**config.mk**
```make
export PLATFORM = sky130hd
export DESIGN_NAME = dlc_div_pipe
export DESIGN_NICKNAME = d
export VERILOG_FILES = /design/src/sv/dlc_pkg.sv /design/src/sv/dlc_div_pipe.sv
export SDC_FILE = /design/constraint.sdc
export NUM_CORES = 1
export LEC_CHECK = 0
export BUFFER_PORTS_ARGS = -buffer_cell sky130_fd_sc_hd__buf_2
export CORE_MARGIN = 1.5
export CORE_UTILIZATION = 35
export CTS_BUF_LIST = sky130_fd_sc_hd__clkbuf_8
export CTS_CLUSTER_DIAMETER = 120
export DETAILED_ROUTE_END_ITERATION = 7
export PLACE_DENSITY = 0.54
export RECOVER_POWER = 25
export SLEW_MARGIN = 10
export SYNTH_ARGS = -nofsm -noshare
export SYNTH_HDL_FRONTEND = slang
export SYNTH_SLANG_ARGS = --single-unit
```
**constraint.sdc**
```tcl
create_clock -name clock -period 6.45 [get_ports clock]
set_clock_uncertainty 0.1 [all_clocks]
set_input_delay 0.645 -clock clock [delete_from_list [all_inputs] [get_ports clock]]
set_output_delay 0.645 -clock clock [all_outputs]
set_load 0.1 [all_outputs]
```
**src/sv/dlc_pkg.sv**
```systemverilog
// Types, constants and table function shared by the lux calculator.
package dlc_pkg;

   localparam int FULL_W     = 16;
   localparam int IR_W       = 16;
   localparam int LUX_W      = 20;
   localparam int INTEG_W    = 10;
   localparam int GAIN_W     = 14;
   localparam int CSR_DATA_W = 14;
   localparam int CSR_IDX_W  = 1;
   localparam int CPL_W      = INTEG_W + GAIN_W;

   localparam int POWER_TABLE_ENTRIES_DEF = 256;
   localparam int DIV_STEP_BITS           = 2;

   // Ratio is Q1.16; only the first band reads it, where it stays at or below 0.5.
   localparam int RATIO_FRAC = 16;
   localparam int RATIO_Q_W  = 17;

   localparam int POW_W      = 24;
   localparam int COEF_W     = 20;
   localparam int COEF_FRAC  = 24;
   localparam int PROD_W     = COEF_W + FULL_W;
   localparam int NUM_W      = PROD_W + 1;
   localparam int NUMU_W     = PROD_W;
   localparam int FP_W       = FULL_W + POW_W;
   localparam int TERM_PW    = FP_W + COEF_W;
   localparam int SCALE_W    = 16;
   localparam int SC_PW      = NUMU_W + SCALE_W;
   localparam int XQ_W       = SC_PW - COEF_FRAC;

   localparam logic [SCALE_W-1:0] LUX_SCALE = 16'd40800;
   localparam logic [LUX_W-1:0]   LUX_MAX   = '1;

   localparam logic [INTEG_W-1:0] INTEG_RESET = 10'd300;
   localparam logic [GAIN_W-1:0]  GAIN_RESET  = 14'd25;
   localparam logic [CPL_W-1:0]   CPL_RESET   = 24'd7500;

   localparam logic [CSR_IDX_W-1:0] CSR_INTEG = 1'd0;
   localparam logic [CSR_IDX_W-1:0] CSR_GAIN  = 1'd1;

   // Q0.24 formula coefficients
   localparam logic [COEF_W-1:0] C_B1_A = 20'd510027;
   localparam logic [COEF_W-1:0] C_B1_B = 20'd1040187;
   localparam logic [COEF_W-1:0] C_B2_A = 20'd375810;
   localparam logic [COEF_W-1:0] C_B2_B = 20'd520094;
   localparam logic [COEF_W-1:0] C_B3_A = 20'd214748;
   localparam logic [COEF_W-1:0] C_B3_B = 20'd256691;
   localparam logic [COEF_W-1:0] C_B4_A = 20'd24495;
   localparam logic [COEF_W-1:0] C_B4_B = 20'd18790;

   typedef enum logic [2:0] {
      BAND_ZERO = 3'd0,
      BAND_1    = 3'd1,
      BAND_2    = 3'd2,
      BAND_3    = 3'd3,
      BAND_4    = 3'd4,
      BAND_HIGH = 3'd5
   } band_type;

   typedef struct packed {
      logic [FULL_W-1:0] full_count;
      logic [IR_W-1:0]   infrared_count;
   } req_type;

   typedef struct packed {
      logic [LUX_W-1:0] lux_hundredths;
      band_type         band;
      logic             saturated;
   } rsp_type;

   typedef struct packed {
      band_type          band;
      logic [FULL_W-1:0] full_count;
      logic [IR_W-1:0]   infrared_count;
   } cls_type;

   typedef struct packed {
      logic [XQ_W-1:0] scaled;
      band_type        band;
      logic            pos;
   } fml_type;

   typedef struct packed {
      band_type band;
      logic     pos;
      logic     sat;
   } lux_side_type;

   // Elaboration only: Q0.24 of r^1.4 for a Q0.32 ratio, via a bitwise fifth-root search.
   function automatic logic [POW_W-1:0] pow_entry(input logic [63:0] r32);
      logic [63:0] s;
      logic [63:0] c;
      logic [63:0] p;
      logic [63:0] t;
      s = '0;
      for (int b = 31; b >= 0; b--) begin
         c = s | (64'd1 << b);
         p = c;
         for (int k = 0; k < 4; k++) begin
            p = (p * c) >> 32;
         end
         if (p <= r32) begin
            s = c;
         end
      end
      t = (r32 * s) >> 32;
      t = (t * s) >> 32;
      return POW_W'(t >> 8);
   endfunction

endpackage

```
**src/sv/dlc_div_pipe.sv**
```systemverilog
// Pipelined restoring divider with a sideband that travels with each transaction.
module dlc_div_pipe import dlc_pkg::*; #(
   parameter int DVD_W     = 32,
   parameter int DVS_W     = 16,
   parameter int Q_W       = 17,
   parameter int STEP_BITS = DIV_STEP_BITS,
   parameter int SIDE_W    = 8
) (
   input  logic              clock,
   input  logic              reset,
   input  logic              in_valid,
   input  logic [DVD_W-1:0]  in_dividend,
   input  logic [DVS_W-1:0]  in_divisor,
   input  logic [SIDE_W-1:0] in_side,
   output logic              in_ready,
   output logic              out_valid,
   output logic [Q_W-1:0]    out_quot,
   output logic [SIDE_W-1:0] out_side,
   input  logic              out_ready
);

   localparam int NSTG = (Q_W + STEP_BITS - 1) / STEP_BITS;

   logic              vld_ff  [NSTG];
   logic [DVS_W-1:0]  rem_ff  [NSTG];
   logic [Q_W-1:0]    lq_ff   [NSTG];
   logic [DVS_W-1:0]  dvs_ff  [NSTG];
   logic [SIDE_W-1:0] side_ff [NSTG];

   logic              vld_src  [NSTG];
   logic [DVS_W-1:0]  rem_src  [NSTG];
   logic [Q_W-1:0]    lq_src   [NSTG];
   logic [DVS_W-1:0]  dvs_src  [NSTG];
   logic [SIDE_W-1:0] side_src [NSTG];
   logic              stg_rdy  [NSTG];
   logic              nxt_rdy  [NSTG];

   for (genvar s = 0; s < NSTG; s++) begin : g_stg
      logic [DVS_W-1:0] rem_in;
      logic [Q_W-1:0]   lq_in;

      if (s == 0) begin : g_head
         // Upper dividend bits seed the remainder; lower bits shift in one per step.
         assign vld_src[s]  = in_valid;
         assign rem_src[s]  = DVS_W'(in_dividend >> Q_W);
         assign lq_src[s]   = in_dividend[Q_W-1:0];
         assign dvs_src[s]  = in_divisor;
         assign side_src[s] = in_side;
      end else begin : g_body
         assign vld_src[s]  = vld_ff[s-1];
         assign rem_src[s]  = rem_ff[s-1];
         assign lq_src[s]   = lq_ff[s-1];
         assign dvs_src[s]  = dvs_ff[s-1];
         assign side_src[s] = side_ff[s-1];
      end

      if (s == NSTG - 1) begin : g_last
         assign nxt_rdy[s] = out_ready;
      end else begin : g_mid
         assign nxt_rdy[s] = stg_rdy[s+1];
      end

      assign stg_rdy[s] = !vld_ff[s] || nxt_rdy[s];

      always_comb begin
         logic [DVS_W:0] trial;
         trial  = '0;
         rem_in = rem_src[s];
         lq_in  = lq_src[s];
         for (int k = 0; k < STEP_BITS; k++) begin
            if (s * STEP_BITS + k < Q_W) begin
               trial = {rem_in, lq_in[Q_W-1]};
               if (trial >= {1'b0, dvs_src[s]}) begin
                  rem_in = DVS_W'(trial - {1'b0, dvs_src[s]});
                  lq_in  = {lq_in[Q_W-2:0], 1'b1};
               end else begin
                  rem_in = DVS_W'(trial);
                  lq_in  = {lq_in[Q_W-2:0], 1'b0};
               end
            end
         end
      end

      always_ff @(posedge clock) begin
         if (reset) begin
            vld_ff[s] <= 1'b0;
         end else if (stg_rdy[s]) begin
            vld_ff[s] <= vld_src[s];
         end
      end

      always_ff @(posedge clock) begin
         if (stg_rdy[s]) begin
            rem_ff[s]  <= rem_in;
            lq_ff[s]   <= lq_in;
            dvs_ff[s]  <= dvs_src[s];
            side_ff[s] <= side_src[s];
         end
      end
   end

   assign in_ready  = stg_rdy[0];
   assign out_valid = vld_ff[NSTG-1];
   assign out_quot  = lq_ff[NSTG-1];
   assign out_side  = side_ff[NSTG-1];

endmodule

```
* Yosys cells after proc, flatten, opt, wreduce, memory -nomap -nowiden
Memory sizes are Yosys's and may differ from the RTL's. Cells that the tools add are included.
Cells by class: reduce and logical (&&, ||, !) cells 18, bitwise gates (word level) 9, add/sub/neg operators 17, magnitude comparators 17, muxes and demuxes 81
Operators by type and width (number):
- $ge A17 B16 Y1 | 16
- $mux W16 | 17
- $sub A16 B16 Y16 | 17
- $mux W1 | 64
- $ge A16 B16 Y1 | 1
- $logic_not A1 Y1 | 9
- $logic_or A1 B1 Y1 | 9
- $or A1 B1 Y1 | 9
Word-level totals: RAM bits 522, flip-flop bits (word level) 0, memories 5, bits of input ports 60
Memory list:
- lq_ff | depth 9, bits a word 17, read ports 9, clocked after Yosys merged registers in 0, wr ports 9, line dlc_div_pipe.sv:26 | logic [Q_W-1:0] lq_ff [NSTG];
- dvs_ff | depth 9, bits a word 16, read ports 8, clocked after Yosys merged registers in 0, wr ports 9, line dlc_div_pipe.sv:27 | logic [DVS_W-1:0] dvs_ff [NSTG];
- rem_ff | depth 9, bits a word 16, read ports 8, clocked after Yosys merged registers in 0, wr ports 9, line dlc_div_pipe.sv:25 | logic [DVS_W-1:0] rem_ff [NSTG];
- side_ff | depth 9, bits a word 8, read ports 9, clocked after Yosys merged registers in 0, wr ports 9, line dlc_div_pipe.sv:28 | logic [SIDE_W-1:0] side_ff [NSTG];
- vld_ff | depth 9, bits a word 1, read ports 9, clocked after Yosys merged registers in 0, wr ports 9, line dlc_div_pipe.sv:24 | logic vld_ff [NSTG];

* Logic depth before layout (Yosys ltp)
Gate-level depths: netlist (run 1). An unclocked memory read counts as a cell.
word-level depth 15, mapped depth 24, depth with buffers taken out 22

* Worst setup path after synthesis (run 1)
OpenSTA, ideal clock, no wires.
path kind input to register, start in in_dividend[16], end mem rem_ff[0][10], data pin, data arrival time 5.612 ns, stages on the path 24, setup slack 0.478 ns, cell sequence inv_1 -> ha_1 -> inv_1 -> fa_1 -> a211oi_1 -> o21ai_0 -> a21oi_1 -> a21oi_1 -> o21ai_0 -> nor3b_2 -> clkbuf_1 -> nand2_1 -> o21ai_0 -> ha_1 -> nor2b_1 -> o31a_1 -> or3_1 -> a21oi_1 -> nor2_1 -> a21oi_1 -> a21oi_1 -> nor3_2 -> buf_2 -> mux2_2
RTL lines:
- start, declared | line dlc_div_pipe.sv:12 | input logic [DVD_W-1:0] in_dividend,
- end, declared | line dlc_div_pipe.sv:25

==> results of run 1 <==
## layer usage
layer	wire (µm)	track usage, %	part of all wire, %
met1	29000	17.8	40
met2	38500	31.6	53
met3	2150	2.71	3.0
met4	3050	7.49	4.2
met5	0	0	0
## placed cells by master (no fill, tap or decap), drive strengths merged, types with 8 or more instances in the layout
| cell type | n |
|---|---|
| edfxtp | 490 |
| ha | 272 |
| inv | 245 |
| a21oi | 173 |
| nand2 | 150 |
| o21ai | 150 |
| mux2 | 150 |
| xnor2 | 131 |
| buf | 127 |
| nor2 | 123 |
| clkbuf | 91 |
| a21o | 71 |
| xor2 | 53 |
| o21a | 49 |
| nor3 | 49 |
| clkinv | 44 |
| nand2b | 42 |
| dlygate4sd3 | 38 |
| nand3 | 34 |
| nand4 | 33 |
| o31ai | 28 |
| nor2b | 26 |
| a211oi | 24 |
| o21bai | 21 |
| o31a | 17 |
| fa | 16 |
| mux2i | 16 |
| and3 | 15 |
| a31oi | 14 |
| or3 | 13 |
| a211o | 11 |
| o211ai | 10 |
| and2 | 10 |
| a31o | 9 |
| nor3b | 9 |
| nand3b | 8 |
| or2 | 8 |
| a21boi | 8 |
## sequential cells by signal, summed over array words and instances, names as in the netlist
name     count
dvs_ff     128
lq_ff      153
rem_ff     128
side_ff     72
vld_ff       9
## logic make-up after synthesis
family,after synthesis,share of synthesized area [%]
compound gates,640,14.0
simple gates,537,8.84
flops,490,49.2
fa+ha+maj,288,12.5
buf+inv,285,3.95
xor+xnor,184,5.39
mux,166,6.19
## layout make-up
type | instances | area [µm²]
inverter | 227 | 852
antenna | 3 | 7.51
sequential | 490 | 14700
clock inverter | 68 | 452
tap | 1144 | 1430
fill | 8212 | 51000
multi-input combinational | 1815 | 14000
clock buffer | 90 | 1240
timing repair buffer | 166 | 1140
## metrics by stage
step / setup slack [ps] / hold slack (ps) / cells
6_report: 320 / 156 / 4003
5_1_grt: 1.75 / 103 / 4002
4_1_cts: 281 / 9.21 / 4000
3_5_place_dp: 327 / 305 / 3804
3_3_place_gp: 297 / 301 / 3804
2_1_floorplan: 478 / 300 / 2590
## path summary, 6_finish.rpt
check                              startpoint            end
worst max register to register  dvs_ff[0][33]  rem_ff[0][59]
worst min register to register  lq_ff[0][128]  lq_ff[0][146]
worst max-delay path            dvs_ff[0][33]  rem_ff[0][59]
worst min-delay path                 in_valid      vld_ff[0]
## timing repair
| action | in CTS | in global routing |
|---|---|---|
| hold buffers | 38 | 0 |
| endpoints found under the hold margin | 38 | 0 |
| gates resized for setup | 0 | 2 |
| setup endpoints to repair | 0 | 26 |
==> qor.yml, run 1 <==
sta:
  worstMarginPinSlew_ps: 899
  setup_viol: 0
  tns_ps: 0
  clock.fmax_mhz: 163
  rsz0062_at_grt: "no"
  maxSlewHeadroom_pct: 40.1
  period_minus_slack_ps: 6130
  post-route-period-util_pct: 95.0
  maxSlewViolCount: 0
  hold_viol: 0
yosys:
  synthCells: 2590
  yosysTopAreaCell: "edfxtp_1"
  yosysMostFrequentCell: "edfxtp_1"
  synth-seq-cells: 490
  yosys_warnings: 0
  async_flop_share_pct: 0
  syn_nets: 2938
  netlist_top_cells_area: "edfxtp_1 (49%), ha_1 (11%), mux2_2 (5.4%)"
  yosysSeqAreaShare_pct: 49.2
  syn-cell-area_mm2: 0.0299
  yosysTopAreaCellShare_pct: 49.2
  synth_edf_count: 490
  synth_cell_types: 78
  synth_common_cells: "edfxtp_1 (490), ha_1 (272), inv_1 (225)"
  syn_avg_cell_area_um2: 11.5
  synth_top_flop_cell: "edfxtp_1"
placed_design:
  detailed_place.area_mm2: 0.0318
  gp_congestion: 0.916
  place.port_buffers: 86
  hpwl_um: 56300
setup_path:
  crit_type: "reg -> reg"
  critical_path_cell_count: 21
  crit_buf_inv: 4
  crit_top_cell: "a21oi_1"
  cp-start-kind: "register"
  cp_top_family: "compound AO/OA/AOI/OAI gates"
  slowest_delay_ps: 570
  end_kind: "register"
  worstPathRequired_ps: 6810
  reg2reg_slack_ps: 320
  crit_arrival_ps: 6490
  slowest_stage: "a2111oi_4"
  reg2reg_depth: 21
  path_cells: "inv_1, ha_1, nor2b_1, o31a_1, o21ba_2, o31ai_1, a21oi_1, a2111oi_4, buf_4, mux2i_1, inv_1, ha_1, a21o_1, a21oi_1, a21oi_1, o31a_1, o21ai_0, a21boi_0, a2111oi_4, buf_4, mux2_1"
  critPathMaxFanout: 17
clock_tree:
  cts_tree: "built"
  cts_sinks: 490
  cts_buffers: 90
  insertion_delay_ps: 730
  cts_buffer_depth: 3
  postCtsSetupRepairBufs: 0
  path_clk_slew_ps: 60
  root_buffer: "clkbuf_8"
  h-tree-depth: 3
drt:
  via_per_inst: 5.11
  drcViolationCount: 0
  routed_wl_um: 72700
  drtAntennaViolNets: 0
  vias: 20400
  wl_per_cell_um: 18.2
  drtIter0Drc: 938
  drtPass1Iterations: 5
global_routing:
  overflow: 0
  grt_pass1_wl_um: 114000
  grt_max_degree: 59
  antenna_found_initial: 2
  grt_pass1_vias: 21300
  grt_util_all_layers_pct: 16.6
die:
  die_area_mm2: 0.0872
  num_rows: 107
  num_io_pins: 87
  start_util_pct: 35.2
  die_h_um: 295
  core-area_mm2: 0.0849
  die_w_um: 295
min_path:
  whs_path_depth: 2
  holdCritPathClass: "in -> reg"
final_layout:
  final_core_utilization_pct: 39.9
  layout-drive-gt1-share_pct: 15.3
  layout.nets: 3138
  synthToLayoutAreaGrowth_pct: 13.3
  finalInstanceArea_mm2: 0.0339
flow_run:
  cap_violations: 0
status:
  status: "complete, no violations"
Power of run 1 is not shown: default switching activity piles up to over one toggle a cycle in this logic, so the estimate is an artifact.
==> run 2, diff against run 1 <==
- PLACE_DENSITY: 0.54 -> 0.55
==> qor.yml, run 2 (synthesis gave the netlist of run 1 again) <==
status:
  status: "complete, no violations"
final_layout:
  reg_top3: "lq_ff x153, dvs_ff x128, rem_ff x128"
  largest_reg_flops: 153  # unchanged
  synthToLayoutAreaGrowth_pct: 13.2  # about the same
  final_common_cell: "edfxtp_1"
  layout-drive-gt1-share_pct: 14.9  # -0.32 points
  max_flop_register: "lq_ff"
  final_cell_mix: "edfxtp_1 (490), ha_1 (272), inv_1 (251), a21oi_1 (172), nand2_1 (148)"
  layout.nets: 3133  # -0.16%
  final_core_utilization_pct: 39.9  # about the same
die:
  die_area_mm2: 0.0872  # unchanged
  num_rows: 107  # unchanged
  start_util_pct: 35.2  # unchanged
  die_w_um: 295  # unchanged
  core-area_mm2: 0.0849  # unchanged
  num_io_pins: 87  # unchanged
  die_h_um: 295  # unchanged
placed_design:
  gp_congestion: 0.883  # -3.6%
  hpwl_um: 54900  # -2.4%
  place.port_buffers: 86  # unchanged
global_routing:
  grt_max_degree: 58  # -1.7%
  overflow: 0  # unchanged
  grt_util_all_layers_pct: 16.0  # -0.61 points
  grt_pass1_wl_um: 110000  # -3.2%
  antenna_found_initial: 1  # -1
  grt_pass1_vias: 21100  # -0.87%
clock_tree:
  insertion_delay_ps: 690  # -40 ps
  cts_buffer_depth: 3  # unchanged
  cts_sinks: 490  # unchanged
  path_clk_slew_ps: 60  # about the same
  cts_tree: "built"
  h-tree-depth: 3  # unchanged
  cts_buffers: 88  # -2.2%
  root_buffer: "clkbuf_8"
sta:
  worstMarginPinSlew_ps: 902  # +3.29 ps
  maxSlewViolCount: 0  # unchanged
  setup_viol: 0  # unchanged
  maxSlewHeadroom_pct: 39.8  # -0.22 points
  rsz0062_at_grt: "no"
  tns_ps: 0  # unchanged
  clock.fmax_mhz: 166  # +1.8%
  period_minus_slack_ps: 6020  # -109 ps
  hold_viol: 0  # unchanged
  post-route-period-util_pct: 93.3  # -1.7 points
drt:
  drcViolationCount: 0  # unchanged
  via_per_inst: 5.07  # -0.64%
  drtPass1Iterations: 5  # unchanged
  wl_per_cell_um: 17.7  # -2.8%
  drtAntennaViolNets: 0  # unchanged
  vias: 20300  # -0.82%
  routed_wl_um: 70500  # -3.0%
  drtIter0Drc: 759  # -19%
setup_path:
  slowest_stage: "dlygate4sd3_1"
  crit_arrival_ps: 6350  # -140 ps
  crit_type: "in -> reg"
  critPathMaxFanout: 16  # -1
  reg2reg_slack_ps: 480  # +160 ps
  cp_top_family: "compound AO/OA/AOI/OAI gates"
  slowest_delay_ps: 510  # -60 ps
  crit_top_cell: "a21oi_1"
  end_kind: "register"
  cp-start-kind: "input port"
  crit_buf_inv: 6  # +2
  worstPathRequired_ps: 6780  # -30 ps
min_path:
  holdCritPathClass: "in -> reg"
flow_run:
  cap_violations: 0  # unchanged
-- run 2: changes by cell type in the layout (fill, tap and decap cells not counted), sizes merged --
cell,before,now
clkinv,44,26
inv,245,260
clkbuf,91,96
dlygate4sd3,38,34
buf,127,124
diode,3,1
bufinv,4,5
clkinvlp,2,1
-- run 2: final timing paths --
path	to	depth (start not counted)	start
max	rem_ff[0][13]	25	in_divisor[0]
min	lq_ff[0][6]	1	in_dividend[4]
max reg2reg	rem_ff[0][77]	20	dvs_ff[0][49]
min reg2reg	side_ff[0][56]	0	side_ff[0][48]
-- run 2: timing repair --
action                                  4_1_cts  5_1_grt
resized for setup                             0        1
hold buffers                                 34        0
hold endpoints to repair                     34        0
setup buffers                                 0        3
endpoints found under the setup margin        0       27
-- run 2: layout make-up --
type,count,area [µm²]
Fill cell,8201,51000
Sequential cell,490,14700
Multi-Input combinational cell,1815,14000
Tap cell,1144,1430
Clock buffer,91,1250
Timing Repair Buffer,163,1110
Inverter,227,852
Clock inverter,65,443
Antenna cell,1,2.50
-- run 2: layer usage --
layer  track usage, %  vias up  share of wire, %  wire, µm
li1                 -    10000                 -         -
met4             7.97        0               4.4      3070
met5                0        -                 0         0
met1             16.4     9683                39     27500
met3             2.40      158               3.1      2220
met2             31.2      406                53     37700
-- run 2: metrics by stage --
stage	hold WS, ps	std cells	cell area [µm²]	setup slack (ps)
global route	66.8	3996	33800	107
global placement	301	3802	31800	332
finish	95.0	3996	33800	429
detailed placement	305	3802	31800	241
CTS	4.85	3992	33800	205
floorplan	300	2590	29900	478
Power of run 2 is left out for the same reason.
