--- src/sv/dlc_pkg.sv ---
// Types, constants and table function shared by the lux calculator.
package dlc_pkg;

   localparam int FULL_W     = 16;
   localparam int IR_W       = 16;
   localparam int LUX_W      = 20;
   localparam int INTEG_W    = 10;
   localparam int GAIN_W     = 14;
   localparam int CSR_DATA_W = 14;
   localparam int CSR_IDX_W  = 1;
   localparam int CPL_W      = INTEG_W + GAIN_W;

   localparam int POWER_TABLE_ENTRIES_DEF = 256;
   localparam int DIV_STEP_BITS           = 2;

   // Ratio is Q1.16; only the first band reads it, where it stays at or below 0.5.
   localparam int RATIO_FRAC = 16;
   localparam int RATIO_Q_W  = 17;

   localparam int POW_W      = 24;
   localparam int COEF_W     = 20;
   localparam int COEF_FRAC  = 24;
   localparam int PROD_W     = COEF_W + FULL_W;
   localparam int NUM_W      = PROD_W + 1;
   localparam int NUMU_W     = PROD_W;
   localparam int FP_W       = FULL_W + POW_W;
   localparam int TERM_PW    = FP_W + COEF_W;
   localparam int SCALE_W    = 16;
   localparam int SC_PW      = NUMU_W + SCALE_W;
   localparam int XQ_W       = SC_PW - COEF_FRAC;

   localparam logic [SCALE_W-1:0] LUX_SCALE = 16'd40800;
   localparam logic [LUX_W-1:0]   LUX_MAX   = '1;

   localparam logic [INTEG_W-1:0] INTEG_RESET = 10'd300;
   localparam logic [GAIN_W-1:0]  GAIN_RESET  = 14'd25;
   localparam logic [CPL_W-1:0]   CPL_RESET   = 24'd7500;

   localparam logic [CSR_IDX_W-1:0] CSR_INTEG = 1'd0;
   localparam logic [CSR_IDX_W-1:0] CSR_GAIN  = 1'd1;

   // Q0.24 formula coefficients
   localparam logic [COEF_W-1:0] C_B1_A = 20'd510027;
   localparam logic [COEF_W-1:0] C_B1_B = 20'd1040187;
   localparam logic [COEF_W-1:0] C_B2_A = 20'd375810;
   localparam logic [COEF_W-1:0] C_B2_B = 20'd520094;
   localparam logic [COEF_W-1:0] C_B3_A = 20'd214748;
   localparam logic [COEF_W-1:0] C_B3_B = 20'd256691;
   localparam logic [COEF_W-1:0] C_B4_A = 20'd24495;
   localparam logic [COEF_W-1:0] C_B4_B = 20'd18790;

   typedef enum logic [2:0] {
      BAND_ZERO = 3'd0,
      BAND_1    = 3'd1,
      BAND_2    = 3'd2,
      BAND_3    = 3'd3,
      BAND_4    = 3'd4,
      BAND_HIGH = 3'd5
   } band_type;

   typedef struct packed {
      logic [FULL_W-1:0] full_count;
      logic [IR_W-1:0]   infrared_count;
   } req_type;

   typedef struct packed {
      logic [LUX_W-1:0] lux_hundredths;
      band_type         band;
      logic             saturated;
   } rsp_type;

   typedef struct packed {
      band_type          band;
      logic [FULL_W-1:0] full_count;
      logic [IR_W-1:0]   infrared_count;
   } cls_type;

   typedef struct packed {
      logic [XQ_W-1:0] scaled;
      band_type        band;
      logic            pos;
   } fml_type;

   typedef struct packed {
      band_type band;
      logic     pos;
      logic     sat;
   } lux_side_type;

   // Elaboration only: Q0.24 of r^1.4 for a Q0.32 ratio, via a bitwise fifth-root search.
   function automatic logic [POW_W-1:0] pow_entry(input logic [63:0] r32);
      logic [63:0] s;
      logic [63:0] c;
      logic [63:0] p;
      logic [63:0] t;
      s = '0;
      for (int b = 31; b >= 0; b--) begin
         c = s | (64'd1 << b);
         p = c;
         for (int k = 0; k < 4; k++) begin
            p = (p * c) >> 32;
         end
         if (p <= r32) begin
            s = c;
         end
      end
      t = (r32 * s) >> 32;
      t = (t * s) >> 32;
      return POW_W'(t >> 8);
   endfunction

endpackage

--- src/sv/dlc_classify.sv ---
// Entry stage: picks the ratio band from exact count comparisons.
module dlc_classify import dlc_pkg::*; (
   input  logic    clock,
   input  logic    reset,
   input  logic    in_valid,
   input  req_type in_data,
   output logic    in_ready,
   output logic    out_valid,
   output cls_type out_data,
   input  logic    out_ready
);

   logic     valid_ff;
   cls_type  data_ff;
   band_type band_in;

   logic [22:0] ir_x100;
   logic [22:0] f_x61;
   logic [18:0] ir_x5;
   logic [18:0] f_x4;
   logic [19:0] ir_x10;
   logic [19:0] f_x13;

   assign ir_x100 = 23'(in_data.infrared_count) * 23'd100;
   assign f_x61   = 23'(in_data.full_count) * 23'd61;
   assign ir_x5   = 19'(in_data.infrared_count) * 19'd5;
   assign f_x4    = 19'(in_data.full_count) << 2;
   assign ir_x10  = 20'(in_data.infrared_count) * 20'd10;
   assign f_x13   = 20'(in_data.full_count) * 20'd13;

   always_comb begin
      if (in_data.full_count == '0) begin
         band_in = BAND_ZERO;
      end else if ({1'b0, in_data.infrared_count} << 1 <= {1'b0, in_data.full_count}) begin
         band_in = BAND_1;
      end else if (ir_x100 <= f_x61) begin
         band_in = BAND_2;
      end else if (ir_x5 <= f_x4) begin
         band_in = BAND_3;
      end else if (ir_x10 <= f_x13) begin
         band_in = BAND_4;
      end else begin
         band_in = BAND_HIGH;
      end
   end

   assign in_ready = !valid_ff || out_ready;

   always_ff @(posedge clock) begin
      if (reset) begin
         valid_ff <= 1'b0;
      end else if (in_ready) begin
         valid_ff <= in_valid;
      end
   end

   always_ff @(posedge clock) begin
      if (in_ready) begin
         data_ff.band           <= band_in;
         data_ff.full_count     <= in_data.full_count;
         data_ff.infrared_count <= in_data.infrared_count;
      end
   end

   assign out_valid = valid_ff;
   assign out_data  = data_ff;

endmodule

--- config.mk ---
export PLATFORM = sky130hd
export DESIGN_NAME = dlc_classify
export DESIGN_NICKNAME = d
export VERILOG_FILES = /design/src/sv/dlc_pkg.sv /design/src/sv/dlc_classify.sv
export SDC_FILE = /design/constraint.sdc
export NUM_CORES = 1
export LEC_CHECK = 0
export BUFFER_PORTS_ARGS = -buffer_cell sky130_fd_sc_hd__buf_2
export CORE_AREA = 4 4 129 131
export DETAILED_ROUTE_END_ITERATION = 10
export DIE_AREA = 0 0 133 135
export PLACE_DENSITY = 0.83
export SYNTH_ARGS = -nofsm -noshare
export SYNTH_HDL_FRONTEND = slang
export SYNTH_SLANG_ARGS = --single-unit
export TNS_END_PERCENT = 30
--- constraint.sdc ---
create_clock -name clock -period 6 [get_ports clock]
set_input_delay 1.2 -clock clock [delete_from_list [all_inputs] [get_ports clock]]
set_output_delay 1.2 -clock clock [all_outputs]
set_load 0.01 [all_outputs]
==> Yosys cells after proc, flatten, opt, wreduce, memory -nomap -nowiden <==
Cells that the tools add are included.
{ "word_totals": {"reg_bits": 36, "latchBits": 0, "ramBits": 0, "rom_bits": 0, "in_bits": 36, "out_inout_bits": 37, "wordCells": 24, "mem_count": 0} }
{ "classes": {"add_sub_neg": 0, "multipliers": 5, "n_div": 0, "order_cmp": 4, "eq_ne": 0, "shift": 0, "n_mux": 4, "n_bitwise": 0, "n_reduce_logical": 5} }
{ "op_table": {"columns": ["operator", "count"], "rows": [
  ["$mul 16x3->19 const B", 2],
  ["$le 23x22->1", 1],
  ["$mul 16x6->22 const B", 1],
  ["$mul 16x5->21 const B", 1],
  ["$le 20x20->1", 1],
  ["$mul 16x4->20 const B", 1],
  ["$le 19x18->1", 1],
  ["$le 17x16->1", 1],
  ["$logic_not 16->1", 1],
  ["$mux 2", 2],
  ["$reduce_or 4->1", 1],
  ["$mux 1", 2],
  ["$reduce_or 2->1", 1],
  ["$logic_not 1->1", 1],
  ["$logic_or 1x1->1", 1]
]} }

==> Depth between registers and ports, before layout <==
Gate-level depths: netlist of run 1.
{ "logic_depth": {"ltp_word": 6, "mapped_depth": 23} }

==> Worst setup path after synthesis of run 1 <==
No wires, ideal clock.
{ "synth_timing": {"kind": "input port to flip-flop", "from": "input port in_data[17] (netlist bit)", "to": "register data_ff (netlist bit out_data[32]) (data pin)", "arrival_time_ps": 5711, "path_slack_ps": 18, "path_stages": 22, "n_path_buf": 0, "cell_sequence": "inv_1 -> fa_1 -> inv_1 -> fa_1 -> inv_1 -> fa_1 -> inv_1 -> ha_1 -> o21ai_0 -> o21ai_0 -> o211ai_1 -> a311oi_1 -> o31ai_2 -> nor2_1 -> a211o_1 -> ha_1 -> nand4_1 -> nor2_1 -> nand4_1 -> o21a_1 -> a311oi_2 -> a221oi_2"} }
{ "synth_via": {"elab_chain_cells": 6, "elab_cells_between_ends": 11, "cone_classes": "mul (2); order compare (4); mux (4); reduce/logical (1)"} }
{ "synth_lines": {"columns": ["element", "line_no", "source"], "rows": [
  ["from (decl)", "dlc_classify.sv:6", "input req_type in_data,"],
  ["$mul 16x4->20", "dlc_classify.sv:29", "assign f_x13 = 20'(in_data.full_count) * 20'd13;"],
  ["$le 20x20->1", "dlc_classify.sv:40", "end else if (ir_x10 <= f_x13) begin"],
  ["$mux 1", "dlc_classify.sv:40", null],
  ["$mux 2", "dlc_classify.sv:38", "end else if (ir_x5 <= f_x4) begin"],
  ["$mux 2", "dlc_classify.sv:36", "end else if (ir_x100 <= f_x61) begin"],
  ["$mux 1", "dlc_classify.sv:34", "end else if ({1'b0, in_data.infrared_count} << 1 <= {1'b0, in_data.full_count}) begin"],
  ["to (decl)", "dlc_classify.sv:14", "cls_type data_ff;"]
]} }
Several ways; a longest one is shown, not always the timed one.
A chain may end at the register's enable or synchronous reset.

==> Final worst setup path of run 1 <==
Ends and elaborated chain as after synthesis.

==> results of run 1 <==
-- timing repair --
action | CTS | global route
buffers inserted | 1 | 5
pin swaps | 7 | 38
endpoints found under the setup margin | 3 | 3
resized for setup | 4 | 52
-- kinds of logic after synthesis --
kind of cell             share of synthesized area [%]
flip-flops                                       12.41
XOR/XNOR                                         4.973
AO/OA/AOI/OAI                                    14.92
adder cells (fa/ha/maj)                          49.33
buffers and inverters                            6.960
AND/OR/NAND/NOR                                  11.41
-- per-layer routing --
metal | vias up | wire length [um] | track usage (%)
li1 | 3601 | - | -
met1 | 3674 | 9801 | 31.75
met2 | 315 | 11510 | 44.24
met3 | 77 | 1525 | 3.726
met4 | 0 | 749 | 5.774
met5 | - | 0 | 0
-- worst max-delay path: cells and delay by family --
kind            cells  cell delay, ps
buf+inv             4             490
compound gates      8            1550
simple gates        5             650
fa+ha+maj           5            2190
-- registers in the layout, indices dropped and copies added, names as in the netlist --
register,count
out_data,35
out_valid,1
-- how the worst max path moves through the flow --
stage / from / endpoint / slack [ps]
finish: in_data[17] / out_data[32] / -70
global route: in_data[21] / out_data[32] / -260
CTS: in_data[16] / out_data[32] / 2
detailed placement: in_data[17] / out_data[32] / -520
global placement: in_data[18] / out_data[32] / -430
floorplan: in_data[17] / out_data[32] / 20
-- metrics by stage --
step                cell area (um^2)  util (%)  TNS, ps
floorplan                       8630         -        0
finish                         10300     66.01   -138.1
CTS                            10010     64.20        0
global placement                9822     62.97    -1195
detailed placement              9822     62.97    -1489
global route                   10300     66.01   -702.8
-- synth_stat cells (2+ instances only) --
library cell / n / area [um^2]
ha_1: 233 / 2915
inv_1: 157 / 589.3
fa_1: 67 / 1341
a21oi_1: 58 / 290.3
nor2_1: 48 / 180.2
edfxtp_1: 35 / 1051
o21ai_0: 34 / 170.2
nand2_1: 29 / 108.9
xor2_1: 26 / 227.7
xnor2_1: 23 / 201.4
nand3_1: 20 / 100.1
a21o_1: 19 / 142.6
nand4_1: 17 / 106.4
nor3_1: 17 / 85.08
a211oi_1: 14 / 105.1
nand2b_1: 13 / 81.33
o211ai_1: 11 / 82.58
nor2b_1: 10 / 62.56
and3_1: 9 / 56.30
o21a_1: 7 / 52.55
a211o_1: 6 / 52.55
a31oi_1: 5 / 31.28
nor4_1: 5 / 31.28
o21bai_1: 5 / 37.54
or3_1: 5 / 31.28
or2_2: 4 / 25.02
nor3b_1: 3 / 22.52
o31a_1: 3 / 26.28
o31ai_1: 3 / 22.52
o31ai_2: 3 / 37.54
a2111oi_0: 2 / 17.52
a311oi_2: 2 / 30.03
a31o_2: 2 / 17.52
and2_1: 2 / 12.51
and4_1: 2 / 17.52
o2111a_1: 2 / 22.52
o21ai_1: 2 / 10.01
or2_1: 2 / 12.51
or4_1: 2 / 15.01
-- final cells by class --
type                            instances  area [um^2]  area share (%)
Timing Repair Buffer                  154         1008           9.795
Sequential cell                        36         1071           10.40
Multi-Input combinational cell        732         7182           69.75
Tap cell                              216        270.3           2.625
Clock buffer                            5        125.1           1.215
Clock inverter                          3        42.54          0.4132
Inverter                              157        596.8           5.797
-- cell usage in the layout (no fill, tap or decap), types with 5 or more instances in the layout --
cell	count
nor3_1	17
a21oi_1	57
buf_6	6
buf_4	80
fa_1	65
o211ai_1	11
a211oi_1	11
o21bai_1	5
buf_2	68
o21a_1	7
o21ai_0	31
xor2_1	26
and3_1	8
nor2_1	46
nand4_1	17
nand2b_1	12
inv_1	147
or3_1	5
inv_2	8
a31oi_1	5
nand3_1	19
nand2_1	29
a211o_1	6
ha_4	9
ha_1	223
clkbuf_16	5
nor2b_1	9
xnor2_1	23
a21o_1	19
edfxtp_1	35
-- power by group through the flow --
stage | logic, mW | registers (mW) | clock network, mW
2_1_floorplan | 1.68 | 0.334 | 0
3_3_place_gp | 2.35 | 0.321 | 0
3_5_place_dp | 2.45 | 0.321 | 0
4_1_cts | 2.49 | 0.316 | 0.320
5_1_grt | 3.08 | 0.318 | 0.330
6_report | 2.79 | 0.316 | 0.315
==> impl_metrics.env, run 1 <==
export IMPL_final_antenna_net_count=0
export IMPL_status="finished with violations"
export IMPL_clk_pin_slew_ps=70
export IMPL_crit_arrival_ps=6100
export IMPL_critPathMaxFanout=4
export IMPL_core_area_um2=15600
export IMPL_drive_above_1_share_pct=20.15
export IMPL_min_path_cells=2
export IMPL_clock_sinks=36
export IMPL_synthDistinctLibCells=59
export IMPL_r2r_cells=2
export IMPL_rsz0062_at_grt="yes"
export IMPL_final_cells=1303
export IMPL_crit_type="in2reg"
export IMPL_num_fill_cells=1189
export IMPL_tritoncts="built"
export IMPL_cpMostUsedCell="fa_1"
export IMPL_io_pins=73
export IMPL_p_leak_nw=5.241
export IMPL_r2r_end="out_data[31]"
export IMPL_cts_made_buffers=5
export IMPL_critPathRequiredTime_ps=6030
export IMPL_post_drt_wl_per_cell_um=18.10
export IMPL_syn_cell_area_um2=8630
export IMPL_clockBufferDepth=2
export IMPL_max_stage_delay_ps=530
export IMPL_drv_cap=0
export IMPL_synth_warnings=0
export IMPL_fin_worst_skew_ps=15.06
export IMPL_dp_slack_ps=-522.9
export IMPL_synth_net_count=1263
export IMPL_finalCriticalPeriod_ps=6070
export IMPL_nNetsFinal=1422
export IMPL_crit_chain="buf_4 > fa_1 > fa_1 > inv_1 > fa_1 > buf_4 > fa_2 > nor2b_4 > o31a_1 > o21ai_2 > a31o_4 > buf_6 > a211oi_4 > o211ai_1 > nor3b_2 > ha_1 > nand3_2 > nor2_2 > nand4_1 > o21a_1 > a311oi_2 > a221oi_2"
export IMPL_rows=46
export IMPL_syn_inst=927
export IMPL_grt_total_usage_pct=24.80
export IMPL_antennaDiodeCount=0
export IMPL_start_util_pct=55.33
export IMPL_dp_hpwl_mm=18.37
export IMPL_power_mw=3.422
export IMPL_gp_congestion=0.9291
export IMPL_drc=0
export IMPL_vias=7667
export IMPL_cts_root_buf="clkbuf_16"
export IMPL_hold_viol_final=0
export IMPL_setup_violations=3
export IMPL_swShare_pct=48.13
export IMPL_drt_iter0_markers=475
export IMPL_grt_start_max_net_pins=38
export IMPL_p_clk_share_pct=9.2
export IMPL_ys_async_sr_fraction_pct=0
export IMPL_routed_via_density=5.884
export IMPL_fmax_mhz=164.7
export IMPL_worst_hold_path_type="reg2reg"
export IMPL_start_kind="primary input"
export IMPL_intPower_mw=1.775
export IMPL_r2r_start="out_valid"
export IMPL_antenna_found_initial=0
export IMPL_io_buffer_count=72
export IMPL_synth_edf_count=35
export IMPL_slew_violations=0
export IMPL_power_density_nw_per_um2=332.3
export IMPL_setup_slack_ps=-70.34
export IMPL_grt_pass1_wl_mm=36.07
export IMPL_avgSynthCellArea_um2=9.309
export IMPL_crit_slowest_cell="fa_1"
export IMPL_grt_pass1_vias=7656
export IMPL_synth_seq_area_share_pct=12.41
export IMPL_ctsHoldBuffers=0
export IMPL_wl_mm=23.58
export IMPL_place_inst=1289
export IMPL_power_frac_seq_pct=9.2
export IMPL_first_pass_iters=5
export IMPL_failed_checks="setup timing"
export IMPL_rrSetupSlack_ps=4820
export IMPL_p_sw_mw=1.647
export IMPL_area_growth_syn_to_layout_pct=19.31
export IMPL_synth_seq_cells=36
export IMPL_htreeDepth=2
export IMPL_slew_headroom_pct=59.90
export IMPL_synth_ff_type="edfxtp_1"
export IMPL_worstMarginPinSlew_ps=596.9
export IMPL_clk_latency_ps=310
export IMPL_hp_start="out_valid"
export IMPL_hold_ws_ps=895.5
export IMPL_comb_power_share_pct=81.6
export IMPL_end_kind="flip-flop"
export IMPL_die_x_um=133
export IMPL_whs_endpoint="out_data[16]"
export IMPL_die_y_um=135
export IMPL_min_period_over_period_pct=101.2
export IMPL_irDropWorstVdd_mv=0.1740
export IMPL_die_area_um2=17960
export IMPL_grt_overflow_total=0
(Power assumes the default switching activity.)
==> inputs of run 2 (changes only) <==
- CTS_CLUSTER_SIZE: default -> 16
- PLACE_DENSITY: 0.83 -> 0.76
- TNS_END_PERCENT: 30 -> default
==> impl_metrics.env, run 2 (synthesis gave the netlist of run 1 again) <==
export IMPL_status="completed"
export IMPL_tritoncts="built"
export IMPL_num_fill_cells=1259
export IMPL_first_pass_iters=5
export IMPL_cpMostUsedCell="fa_1"
export IMPL_cp_top_family="adder cells"
export IMPL_io_buffer_count=72
export IMPL_post_drt_wl_per_cell_um=17.05
export IMPL_irDropWorstVdd_mv=0.1469
export IMPL_finalCriticalPeriod_ps=5976
export IMPL_hold_viol_final=0
export IMPL_drv_cap=0
export IMPL_busiest_layer="met2"
export IMPL_rrSetupSlack_ps=4810
export IMPL_whs_endpoint="out_data[32]"
export IMPL_htreeDepth=2
export IMPL_worst_hold_path_type="reg2reg"
export IMPL_final_common_cell="ha_1"
export IMPL_grt_overflow_total=0
export IMPL_r2r_start="out_valid"
export IMPL_cp_num_buf_inv=6
export IMPL_crit_type="in2reg"
export IMPL_rows=46
export IMPL_final_antenna_net_count=0
export IMPL_min_path_cells=2
export IMPL_hold_ws_ps=912.9
export IMPL_min_period_over_period_pct=99.60
export IMPL_end_kind="flip-flop"
export IMPL_crit_arrival_ps=6010
export IMPL_gr_usage_met2_pct=41.96
export IMPL_largest_reg_flops=35
export IMPL_vias=7419
export IMPL_grtUsageMet1_pct=32.77
export IMPL_io_pins=73
export IMPL_dp_hpwl_mm=18.15
export IMPL_power_density_nw_per_um2=323.1
export IMPL_clk_latency_ps=300
export IMPL_use_met3_pct=3.689
export IMPL_rsz0062_at_grt="yes"
export IMPL_r2r_cells=2
export IMPL_grt_pass1_vias=7462
export IMPL_clk_pin_slew_ps=70
export IMPL_wl_mm=22.23
export IMPL_worstMarginPinSlew_ps=598.6
export IMPL_p_leak_nw=5.245
export IMPL_core_area_um2=15600
export IMPL_power_mw=3.328
export IMPL_grt_total_usage_pct=24.66
export IMPL_slew_headroom_pct=59.79
export IMPL_r2r_end="out_data[25]"
export IMPL_setup_violations=0
export IMPL_start_util_pct=55.33
export IMPL_critPathRequiredTime_ps=6040
export IMPL_critPathMaxFanout=4
export IMPL_fin_worst_skew_ps=9.615
export IMPL_die_area_um2=17960
export IMPL_final_cells=1304
export IMPL_drc=0
export IMPL_routed_via_density=5.689
export IMPL_gp_congestion=0.9304
export IMPL_cts_made_buffers=5
export IMPL_fin_area_um2=10300
export IMPL_antenna_found_initial=0
export IMPL_clockBufferDepth=2
export IMPL_place_area_um2=9799
export IMPL_die_x_um=133
export IMPL_hp_start="out_valid"
export IMPL_utilization_pct=66.04
export IMPL_grt_pass1_wl_mm=35.65
export IMPL_cts_root_buf="clkbuf_16"
export IMPL_crit_slowest_cell="fa_1"
export IMPL_area_growth_syn_to_layout_pct=19.36
export IMPL_slew_violations=0
export IMPL_place_inst=1286
export IMPL_drt_iter0_markers=355
export IMPL_max_stage_delay_ps=580
export IMPL_drive_above_1_share_pct=20.04
export IMPL_nNetsFinal=1423
export IMPL_mostFrequentLayoutCells="ha_1, inv_1, buf_4"
export IMPL_crit_chain="buf_6 > clkinvlp_4 > fa_1 > inv_2 > fa_1 > inv_1 > fa_1 > inv_2 > ha_4 > and3_4 > o211ai_1 > a311oi_2 > o31ai_2 > buf_4 > xor2_1 > ha_1 > a211oi_2 > a21oi_1 > o21a_1 > a311oi_4 > a221oi_2"
export IMPL_die_y_um=135
export IMPL_start_kind="primary input"
export IMPL_fmax_mhz=167.3
export IMPL_clock_sinks=36
export IMPL_grt_start_max_net_pins=38
export IMPL_antennaDiodeCount=0
[run 2: power breakdown]
| part | switching [mW] | internal (mW) | total, mW |
|---|---|---|---|
| logic | 1.48 | 1.27 | 2.75 |
| clock network | 0.111 | 0.153 | 0.264 |
| registers | 0.00888 | 0.308 | 0.317 |
| total | 1.60 | 1.73 | 3.33 |
[run 2: worst max-delay path by stage]
stage / end / slack [ps] / cells after the start / start
finish: out_data[32] / 20 / 21 / in_data[23]
detailed placement: out_data[32] / -570 / 23 / in_data[17]
CTS: out_data[34] / 20 / 21 / in_data[16]
global placement: out_data[32] / -450 / 23 / in_data[17]
global route: out_data[32] / -80 / 22 / in_data[23]
floorplan: out_data[32] / 20 / 22 / in_data[17]
[run 2: what timing repair did]
action	CTS	global route
gates resized for setup	9	50
pin swaps	7	47
hold buffers	0	0
setup buffers	4	6
setup endpoints to repair	3	3
[run 2: per-layer routing]
metal	share of wire [%]	wire length, um
met3	5.2	1165
met5	0	0
met4	2.2	500
met1	43	9641
met2	49	10920
[run 2: area by class of cell]
| cell class | instances | area (um^2) | area share (%) |
|---|---|---|---|
| clock inverter | 1 | 3.754 | 0.03644 |
| multi-input combinational | 732 | 7208 | 69.98 |
| clock buffer | 7 | 132.6 | 1.288 |
| tap | 216 | 270.3 | 2.624 |
| timing repair buffer | 155 | 1021 | 9.913 |
| sequential | 36 | 1071 | 10.40 |
| inverter | 157 | 593.1 | 5.758 |
[run 2: tightest hold or removal path, stage by stage (launching register included)]
cell	delay (ps)
dfxtp_1	340
nand2b_2	60
buf_4	290
[run 2: through the flow]
stage,setup TNS [ps],setup WS (ps)
floorplan,0,18.49
global placement,-1272,-450.6
detailed placement,-1638,-572.2
CTS,0,22.09
global route,-166.4,-83.34
finish,0,23.72
==> inputs of run 3 (changes only) <==
- MAX_ROUTING_LAYER: default -> met4
==> impl_metrics.env, run 3 (synthesis gave the netlist of run 1 again) <==
export IMPL_clk_latency_ps=310
export IMPL_die_area_um2=17960
export IMPL_final_antenna_net_count=0
export IMPL_area_growth_syn_to_layout_pct=18.47
export IMPL_power_frac_seq_pct=9.6
export IMPL_drv_cap=0
export IMPL_fin_worst_skew_ps=10.71
export IMPL_final_common_cell="ha_1"
export IMPL_power_density_nw_per_um2=321.7
export IMPL_p_leak_nw=5.246
export IMPL_setup_violations=1
export IMPL_crit_chain="buf_2 > buf_6 > fa_1 > inv_2 > fa_1 > inv_1 > fa_1 > ha_4 > o21ai_2 > o21ai_1 > o211ai_1 > a311oi_2 > o31ai_2 > buf_4 > a211o_1 > ha_4 > nand4_1 > nor2_2 > nand4_1 > o21a_1 > a311oi_2 > buf_4 > a221oi_2"
export IMPL_slew_headroom_pct=63.77
export IMPL_cp_num_buf_inv=6
export IMPL_slew_violations=0
export IMPL_p_sw_mw=1.552
export IMPL_cts_made_buffers=5
export IMPL_hp_start="out_valid"
export IMPL_whs_endpoint="out_data[16]"
export IMPL_end_kind="flip-flop"
export IMPL_start_util_pct=55.33
export IMPL_grt_pass1_wl_mm=36.00
export IMPL_num_fill_cells=1237
export IMPL_grt_overflow_total=0
export IMPL_dp_hpwl_mm=18.52
export IMPL_drive_above_1_share_pct=19.47
export IMPL_p_clk_share_pct=9.5
export IMPL_largest_reg_flops=35
export IMPL_die_x_um=133
export IMPL_fmax_mhz=166.6
export IMPL_place_area_um2=9829
export IMPL_tritoncts="built"
export IMPL_r2r_start="out_valid"
export IMPL_hold_ws_ps=912.2
export IMPL_grt_total_usage_pct=25.78
export IMPL_hold_viol_final=0
export IMPL_min_path_cells=2
export IMPL_worst_hold_path_type="reg2reg"
export IMPL_rows=46
export IMPL_comb_power_share_pct=80.8
export IMPL_core_area_um2=15600
export IMPL_drc=0
export IMPL_multi_input_area_um2=7102
export IMPL_setup_slack_ps=-1.587
export IMPL_first_pass_iters=5
export IMPL_min_period_over_period_pct=100.0
export IMPL_intPower_mw=1.737
export IMPL_clk_pin_slew_ps=70
export IMPL_fin_area_um2=10220
export IMPL_crit_type="in2reg"
export IMPL_regArea_um2=1071
export IMPL_crit_slowest_cell="fa_1"
export IMPL_cpMostUsedCell="fa_1"
export IMPL_status="finished with violations"
export IMPL_start_kind="primary input"
export IMPL_mostFrequentLayoutCells="ha_1, inv_1, buf_4"
export IMPL_wl_mm=22.08
export IMPL_power_mw=3.289
export IMPL_drt_iter0_markers=354
export IMPL_r2r_cells=2
export IMPL_r2r_end="out_data[31]"
export IMPL_rrSetupSlack_ps=4800
export IMPL_critPathRequiredTime_ps=6030
export IMPL_clock_sinks=36
export IMPL_swShare_pct=47.18
export IMPL_post_drt_wl_per_cell_um=16.91
export IMPL_io_pins=73
export IMPL_ctsHoldBuffers=0
export IMPL_worstMarginPinSlew_ps=540.1
export IMPL_failed_checks="setup timing"
export IMPL_cp_top_family="adder cells"
export IMPL_finalCriticalPeriod_ps=6002
export IMPL_htreeDepth=2
export IMPL_critPathMaxFanout=4
export IMPL_io_buffer_count=72
export IMPL_routed_via_density=5.675
export IMPL_vias=7411
export IMPL_grt_pass1_vias=7569
export IMPL_max_stage_delay_ps=540
export IMPL_grt_start_max_net_pins=38
export IMPL_nNetsFinal=1424
export IMPL_cts_root_buf="clkbuf_16"
export IMPL_clockBufferDepth=2
export IMPL_die_y_um=135
export IMPL_gp_congestion=0.9511
export IMPL_antenna_found_initial=1
export IMPL_irDropWorstVdd_mv=0.1491
export IMPL_rsz0062_at_grt="yes"
export IMPL_crit_arrival_ps=6040
==> run 3: layout make-up <==
type                    instances  share of cell area, %
well taps                     216                  2.643
inverters                     157                  5.801
multi-input cells             732                  69.46
clock buffers                   5                  1.224
repair buffers                156                  9.950
diodes                          1                0.02448
clock inverters                 3                 0.4161
flip-flops and latches         36                  10.48
==> run 3: stage by stage <==
| step | setup TNS, ps | instances | utilization, % | setup slack [ps] |
|---|---|---|---|---|
| 2_1_floorplan | 0 | 927 | - | 18.49 |
| 5_1_grt | -355.3 | 1306 | 65.55 | -141.1 |
| 4_1_cts | 0 | 1301 | 64.46 | 9.548 |
| 3_3_place_gp | -1266 | 1290 | 63.02 | -448.4 |
| 3_5_place_dp | -1530 | 1290 | 63.02 | -537.3 |
| 6_report | -1.587 | 1306 | 65.55 | -1.587 |
==> run 3: how the worst max path moves through the flow <==
stage               cells after the start         from           end  slack (ps)
detailed placement                     23  in_data[17]  out_data[32]        -540
global route                           23  in_data[19]  out_data[32]        -140
CTS                                    24  in_data[17]  out_data[32]          10
global placement                       23  in_data[17]  out_data[32]        -450
floorplan                              22  in_data[17]  out_data[32]          20
finish                                 23  in_data[19]  out_data[32]          -2
==> run 3: worst register-to-register path: cells and delay by family, from the launching register on <==
family | cells | cell delay [ps]
simple gates | 1 | 60
flops | 1 | 310
buf+inv | 1 | 450
==> run 3: metal layers <==
| layer | up-vias | wire (um) | GRT usage (%) |
|---|---|---|---|
| met5 | - | 0 | - |
| met4 | 0 | 820 | 10.39 |
| met3 | 56 | 1250 | 4.694 |
| met2 | 215 | 10480 | 41.65 |
| met1 | 3531 | 9528 | 32.13 |
| li1 | 3609 | - | - |
==> run 3: what timing repair did <==
| item | in CTS | in global routing |
|---|---|---|
| buffers inserted | 3 | 4 |
| pin swaps | 9 | 34 |
| resized for setup | 6 | 34 |
| hold endpoints to repair | 0 | 0 |
| endpoints found under the setup margin | 3 | 3 |
==> run 3: power groups by stage <==
stage                     registers, mW  clock network [mW]  logic, mW
after floorplan                   0.334                   0       1.68
after global placement            0.322                   0       2.38
after detailed placement          0.323                   0       2.48
after CTS                         0.318               0.322       2.54
after global routing              0.320               0.332       2.98
final                             0.317               0.313       2.66
